### src/hdl/cst_pkg.sv
// shared constants and codes for the connection slot table
// no dependencies; imported by the top level, the checker and the testbench
`default_nettype none

package cst_pkg;

    localparam int SLOTS_DEF = 4;    // default number of connection slots
    localparam int SLOTS_MAX = 16;   // largest slot count the port widths allow

    localparam int ID_W    = 8;      // client id width
    localparam int TIME_W  = 32;     // millisecond time stamp width
    localparam int SLOT_W  = 4;      // slot index port width
    localparam int COUNT_W = 5;      // connected count port width

    localparam logic MODE_CONNECT    = 1'b0;
    localparam logic MODE_DISCONNECT = 1'b1;

endpackage

`default_nettype wire

### src/hdl/cst_ram.sv
// generic single-port-write, single-port-read ram with registered read data
// depends on nothing; used for the slot entry storage
`default_nettype none

module cst_ram #(
    parameter int WIDTH = 8,
    parameter int DEPTH = 4,
    localparam int AW   = (DEPTH > 1) ? $clog2(DEPTH) : 1
) (
    input  wire logic             i_clk,
    input  wire logic             i_we,
    input  wire logic [AW-1:0]    i_waddr,
    input  wire logic [WIDTH-1:0] i_wdata,
    input  wire logic             i_re,
    input  wire logic [AW-1:0]    i_raddr,
    output logic      [WIDTH-1:0] o_rdata
);

    logic [WIDTH-1:0] r_mem [DEPTH];
    logic [WIDTH-1:0] r_rdata;

    always_ff @(posedge i_clk) begin
        if (i_we) begin
            r_mem[i_waddr] <= i_wdata;
        end
        if (i_re) begin
            r_rdata <= r_mem[i_raddr];
        end
    end

    assign o_rdata = r_rdata;

endmodule

`default_nettype wire

### src/hdl/connection_slot_table_oldest_evict.sv
// connection slot table with oldest-entry eviction: top level, uses cst_pkg and cst_ram
// flow: a connect with a free slot goes straight from idle to the update step, while a connect
//   on a full table or a disconnect first scans the ram (one ram read per slot, plus update)
// handshake: busy drops as the result shows, and start is only taken while the block is idle
// results cannot be stalled: each one is shown for a single cycle on o_strobe
// reset (i_rst_n low, synchronous) frees every slot at once; ram holds no reset
`default_nettype none

module connection_slot_table_oldest_evict
    import cst_pkg::*;
#(
    parameter int SLOTS = SLOTS_DEF
) (
    input  wire logic               i_clk,
    input  wire logic               i_rst_n,
    input  wire logic               start,
    output logic                    busy,
    input  wire logic               i_mode,
    input  wire logic [ID_W-1:0]    i_client_id,
    input  wire logic [TIME_W-1:0]  i_now_ms,
    output logic                    o_strobe,
    output logic [SLOT_W-1:0]       o_slot_index,
    output logic                    o_found,
    output logic                    o_evicted,
    output logic [ID_W-1:0]         o_evicted_id,
    output logic [COUNT_W-1:0]      o_connected_count
);

    // index width into the slot arrays, and a counter wide enough to hold SLOTS
    localparam int IW     = (SLOTS > 1) ? $clog2(SLOTS) : 1;
    localparam int CW     = $clog2(SLOTS + 1);
    localparam int ENTRY_W = ID_W + TIME_W;

    typedef enum logic [1:0] {
        S_IDLE,
        S_SCAN,
        S_FINISH
    } t_state;

    t_state r_state;

    // latched transaction
    logic              r_mode;
    logic [ID_W-1:0]   r_id;
    logic [TIME_W-1:0] r_now;
    logic              r_full;      // table was full when the connect arrived

    // occupancy lives in flip-flops so reset frees every slot at once
    logic [SLOTS-1:0]   r_occ;
    logic [COUNT_W-1:0] r_count;

    // scan pipeline: address issue counter and returned-data tag
    logic [CW-1:0] r_issue;
    logic          r_dvld;
    logic [IW-1:0] r_didx;

    // scan results
    logic [TIME_W-1:0] r_best_age;
    logic [IW-1:0]     r_best;
    logic [ID_W-1:0]   r_ev_id;
    logic              r_hit;

    // ram ports
    logic               ram_we;
    logic [IW-1:0]      ram_waddr;
    logic [ENTRY_W-1:0] ram_wdata;
    logic               ram_re;
    logic [ENTRY_W-1:0] ram_rdata;

    logic [ID_W-1:0]   rd_client;
    logic [TIME_W-1:0] rd_stamp;
    logic [TIME_W-1:0] rd_age;

    logic [IW-1:0] first_free;
    logic [IW-1:0] fill_idx;

    // lowest-numbered free slot (only used when the table is not full)
    always_comb begin
        first_free = '0;
        for (int i = SLOTS - 1; i >= 0; i--) begin
            if (!r_occ[i]) begin
                first_free = IW'(i);
            end
        end
    end

    // eviction frees the oldest slot, and that is then the only free one
    assign fill_idx = r_full ? r_best : first_free;

    assign rd_client = ram_rdata[ENTRY_W-1:TIME_W];
    assign rd_stamp  = ram_rdata[TIME_W-1:0];
    assign rd_age    = r_now - rd_stamp;   // wraps modulo 2^32

    assign ram_re    = (r_state == S_SCAN) && (r_issue < CW'(SLOTS));
    assign ram_we    = (r_state == S_FINISH) && (r_mode == MODE_CONNECT);
    assign ram_waddr = fill_idx;
    assign ram_wdata = {r_id, r_now};

    assign busy = (r_state != S_IDLE);

    cst_ram #(
        .WIDTH (ENTRY_W),
        .DEPTH (SLOTS)
    ) u_entry_ram (
        .i_clk   (i_clk),
        .i_we    (ram_we),
        .i_waddr (ram_waddr),
        .i_wdata (ram_wdata),
        .i_re    (ram_re),
        .i_raddr (r_issue[IW-1:0]),
        .o_rdata (ram_rdata)
    );

    always_ff @(posedge i_clk) begin
        if (!i_rst_n) begin
            r_state  <= S_IDLE;
            r_occ    <= '0;
            r_count  <= '0;
            r_dvld   <= 1'b0;
            r_issue  <= '0;
            r_hit    <= 1'b0;
            o_strobe <= 1'b0;
        end else begin
            // the result shows in the cycle after the update step
            o_strobe <= (r_state == S_FINISH);
            r_dvld   <= ram_re;
            r_didx   <= r_issue[IW-1:0];
            if (ram_re) begin
                r_issue <= r_issue + CW'(1);
            end

            unique case (r_state)
                S_IDLE: begin
                    if (start) begin
                        r_mode     <= i_mode;
                        r_id       <= i_client_id;
                        r_now      <= i_now_ms;
                        r_full     <= (r_count == COUNT_W'(SLOTS));
                        r_issue    <= '0;
                        r_best_age <= '0;
                        r_best     <= '0;
                        r_ev_id    <= '0;
                        r_hit      <= 1'b0;
                        // connect with room left needs no ram read
                        if (i_mode == MODE_CONNECT && r_count != COUNT_W'(SLOTS)) begin
                            r_state <= S_FINISH;
                        end else begin
                            r_state <= S_SCAN;
                        end
                    end
                end

                S_SCAN: begin
                    if (r_dvld) begin
                        if (r_mode == MODE_CONNECT) begin
                            // ties go to the later slot
                            if (rd_age >= r_best_age) begin
                                r_best_age <= rd_age;
                                r_best     <= r_didx;
                                r_ev_id    <= rd_client;
                            end
                        end else if (!r_hit && r_occ[r_didx] && rd_client == r_id) begin
                            r_hit  <= 1'b1;
                            r_best <= r_didx;
                        end
                        if (r_didx == IW'(SLOTS - 1)) begin
                            r_state <= S_FINISH;
                        end
                    end
                end

                S_FINISH: begin
                    r_state  <= S_IDLE;
                    if (r_mode == MODE_CONNECT) begin
                        r_occ[fill_idx]   <= 1'b1;
                        o_slot_index      <= SLOT_W'(fill_idx);
                        o_found           <= 1'b1;
                        o_evicted         <= r_full;
                        o_evicted_id      <= r_full ? r_ev_id : '0;
                        o_connected_count <= r_full ? r_count : r_count + COUNT_W'(1);
                        if (!r_full) begin
                            r_count <= r_count + COUNT_W'(1);
                        end
                    end else begin
                        o_evicted    <= 1'b0;
                        o_evicted_id <= '0;
                        if (r_hit) begin
                            // freed entry contents stay in the ram and are ignored by scans until refilled
                            r_occ[r_best]     <= 1'b0;
                            r_count           <= r_count - COUNT_W'(1);
                            o_slot_index      <= SLOT_W'(r_best);
                            o_found           <= 1'b1;
                            o_connected_count <= r_count - COUNT_W'(1);
                        end else begin
                            o_slot_index      <= '0;
                            o_found           <= 1'b0;
                            o_connected_count <= r_count;
                        end
                    end
                end

                default: begin
                    r_state <= S_IDLE;
                end
            endcase
        end
    end

endmodule

`default_nettype wire

### config.mk
export PLATFORM = sky130hd
export DESIGN_NAME = connection_slot_table_oldest_evict
export DESIGN_NICKNAME = d
export VERILOG_FILES = /design/src/hdl/cst_pkg.sv /design/src/hdl/cst_ram.sv /design/src/hdl/connection_slot_table_oldest_evict.sv
export SDC_FILE = /design/constraint.sdc
export NUM_CORES = 1
export LEC_CHECK = 0
export BUFFER_PORTS_ARGS = -buffer_cell sky130_fd_sc_hd__buf_4
export CAP_MARGIN = 15
export CORE_ASPECT_RATIO = 1.25
export CORE_MARGIN = 1.5
export CORE_UTILIZATION = 44
export CTS_BUF_LIST = sky130_fd_sc_hd__clkbuf_8
export DETAILED_ROUTE_END_ITERATION = 10
export SLEW_MARGIN = 20
export SYNTH_ARGS = -nofsm -noshare
export SYNTH_HDL_FRONTEND = slang
export SYNTH_SLANG_ARGS = --single-unit
### constraint.sdc
create_clock -name i_clk -period 7.5 [get_ports i_clk]
set_input_delay 0.375 -clock i_clk [delete_from_list [all_inputs] [get_ports i_clk]]
set_output_delay 0.375 -clock i_clk [all_outputs]
set_load 0.01 [all_outputs]
==> qor.yml <==
status: "complete, no violations"
post_cts_buffers: 0
cp-end-kind: "register"
io_buffers: 62
p_per_area_nw_per_um2: 232
period_share_pct: 66.5
grt_max_degree: 43
fillers: 2694
reg2reg_slack_ps: 2510
cts_made_buffers: 50
final_common_cell: "edfxtp_1"
hold_violations: 0
final-setup-viol-count: 0
r2r_start: "r_now[0]$_DFFE_PP_"
htree_num_levels: 2
route.detailed.drc: 0
area_delta_synth_final_pct: 16.4
finalWirelength_mm: 27.5
rr_worst_depth: 18
rsz0062_at_grt: "no"
routed_via_density: 5.25
worst_ep_arrival_time_ps: 5210
ys_types: 66
min_to: "r_didx[1]$_DFFE_PP_"
drt_iter0_drc: 402
insertion_delay_ps: 590
vias: 8206
finClkSkew_ps: 31.7
cts_tree: "built"
antenna_left: 0
rows: 73
start_util_pct: 44.9
gp_congestion: 0.882
die_y_um: 205
nNetsFinal: 1226
hold_path_startpoint: "i_rst_n"
maxCapViolations: 0
reg2reg_to: "r_best_age[6]$_SDFFCE_PN0P_"
ctsResizeCount: 0
drive_gt1_share_pct: 17.7
core_um2: 31900
yosys_warnings: 0
tns_ps: 0
holdWs_ps: 59.0
grt_overflow: 0
yosysSeqAreaShare_pct: 66.0
antenna_cells: 0
synth_ff_type: "edfxtp_1"
cp-startpoint: "r_now[0]$_DFFE_PP_"
hold_buffers: 41
io_pins: 65
leakage_uw: 0.00603
synth-seq-cells: 320
path_clk_slew_ps: 60
clockBufferDepth: 3
ir_worst_vdd_mv: 0.129
crit_type: "reg2reg"
path_max_fanout: 32
grt_use_total_pct: 17.1
cts.sinks: 320
postSynthCellCount: 980
wl_per_cell_um: 17.6
worstMarginPinSlew_ps: 905
relSlewSlack_pct: 39.7
root_buffer: "clkbuf_8"
grt_pass1_wl_mm: 43.6
min_period_ps: 4990
grt_antenna_before_repair: 0
maxSlewViolCount: 0
synth-edff-count: 303
fmax_mhz: 200
dpl.hpwl_mm: 17.4
die_w_um: 164
netlist_area_um2: 14300
holdPathStages: 1
hold_path_class: "in2reg"
cp-start-kind: "register"
required_ps: 7720
dr.pass1.iters: 5
dieArea_um2: 33600
grt_pass1_vias: 8422
async_flop_share_pct: 0
syn_area_per_cell_um2: 14.6
mostFrequentLayoutCells: "edfxtp_1 (303), inv_1 (89), buf_4 (74)"
[power by group]
part	total (uW)	switching, uW	internal, uW
Clock	1430	665	761
Combinational	393	221	172
Sequential	2040	33.2	2010
Total	3860	919	2940
[flip-flops by register name, summed over array words and instances, names as in the netlist, 2 cells and up]
register / cells
o_connected_count: 5
o_evicted_id: 8
o_slot_index: 2
r_best: 2
r_best_age: 32
r_count: 5
r_didx: 2
r_ev_id: 8
r_id: 8
r_issue: 3
r_now: 32
r_occ: 4
r_state: 2
u_entry_ram.o_rdata: 40
u_entry_ram.r_mem: 160
[kinds of logic after synthesis]
group	share of synthesized area [%]
buffers and inverters	3.09
adders and majority gates	6.00
and+or+nand+nor	8.07
DFF	66.0
xor gates and xnor gates	2.33
AOI/OAI and AO/OA	7.34
other	0.0262
muxes	7.16
[layout make-up]
cell class / count / area [um2] / area share, %
Timing Repair Buffer: 115 / 966 / 5.80
Sequential cell: 320 / 9440 / 56.7
Tap cell: 412 / 515 / 3.10
Clock inverter: 39 / 273 / 1.64
Inverter: 77 / 289 / 1.74
Clock buffer: 50 / 688 / 4.13
Multi-Input combinational cell: 550 / 4470 / 26.9
[through the flow]
stage	total power (uW)	instance area [um2]	utilization, %	instances	setup slack, ps
after global placement	2450	15300	47.9	1433	2620
after global routing	4040	16600	52.2	1563	2060
after detailed placement	2460	15300	47.9	1433	2500
after CTS	3930	16600	52.2	1563	2470
after floorplan	2340	14300	-	981	816
final	3860	16600	52.2	1563	2510
[critical path, cell delays in order (launching register included)]
cell and delay, ps:
edfxtp_1 410, inv_1 60, ha_1 240, fa_1 410, nor2b_1 160, o31a_2 190
nor2_1 90, o31ai_4 320, a41oi_2 240, o31ai_2 330, xor2_1 120, ha_1 290
nand4_1 130, nor3_1 290, o211ai_1 140, nand4b_1 110, a31oi_1 90, a211oi_4 520
buf_4 480
[layer usage]
metal	up-vias	part of all wire, %	track usage, %
met5	-	0	0
met4	0	3.5	7.24
met3	66	3.8	2.92
met2	183	49	29.5
met1	3997	43	21.0
li1	3960	-	-
[synth_stat cells, types with 2 or more instances]
cell / number / share of area, %
o21ai_0: 42 / 1.5
nor2_1: 58 / 1.5
xnor2_1: 29 / 1.8
a41oi_1: 2 / 0.12
o21ai_1: 2 / 0.070
nor3_1: 13 / 0.45
dfxtp_1: 17 / 2.4
a21o_1: 12 / 0.63
a311oi_1: 2 / 0.12
o211ai_1: 7 / 0.37
inv_1: 77 / 2.0
buf_1: 5 / 0.13
or3_1: 4 / 0.17
a211o_1: 2 / 0.12
nor2b_1: 8 / 0.35
a31oi_1: 9 / 0.39
nand4_1: 16 / 0.70
mux2i_1: 9 / 0.63
ha_1: 67 / 5.9
nand3_1: 6 / 0.21
and2_1: 43 / 1.9
buf_2: 8 / 0.28
a211oi_1: 6 / 0.31
a21oi_1: 57 / 2.0
or2_2: 2 / 0.087
edfxtp_1: 303 / 64
o21a_1: 5 / 0.26
clkbuf_1: 18 / 0.47
buf_4: 2 / 0.10
mux4_2: 41 / 6.5
and3_1: 2 / 0.087
nor4_1: 5 / 0.22
nand2_1: 51 / 1.3
xor2_1: 9 / 0.55
nand2b_1: 10 / 0.44
[worst max path at each step]
stage	slack (ps)	to	depth (start not counted)
floorplan	820	r_best_age[0]$_SDFFCE_PN0P_	17
global placement	2620	r_best_age[6]$_SDFFCE_PN0P_	18
detailed placement	2500	r_best_age[6]$_SDFFCE_PN0P_	18
CTS	2470	r_best_age[0]$_SDFFCE_PN0P_	18
global route	2060	r_best_age[0]$_SDFFCE_PN0P_	18
finish	2510	r_best_age[6]$_SDFFCE_PN0P_	18
No activity file was read; power rests on OpenSTA's default activity.
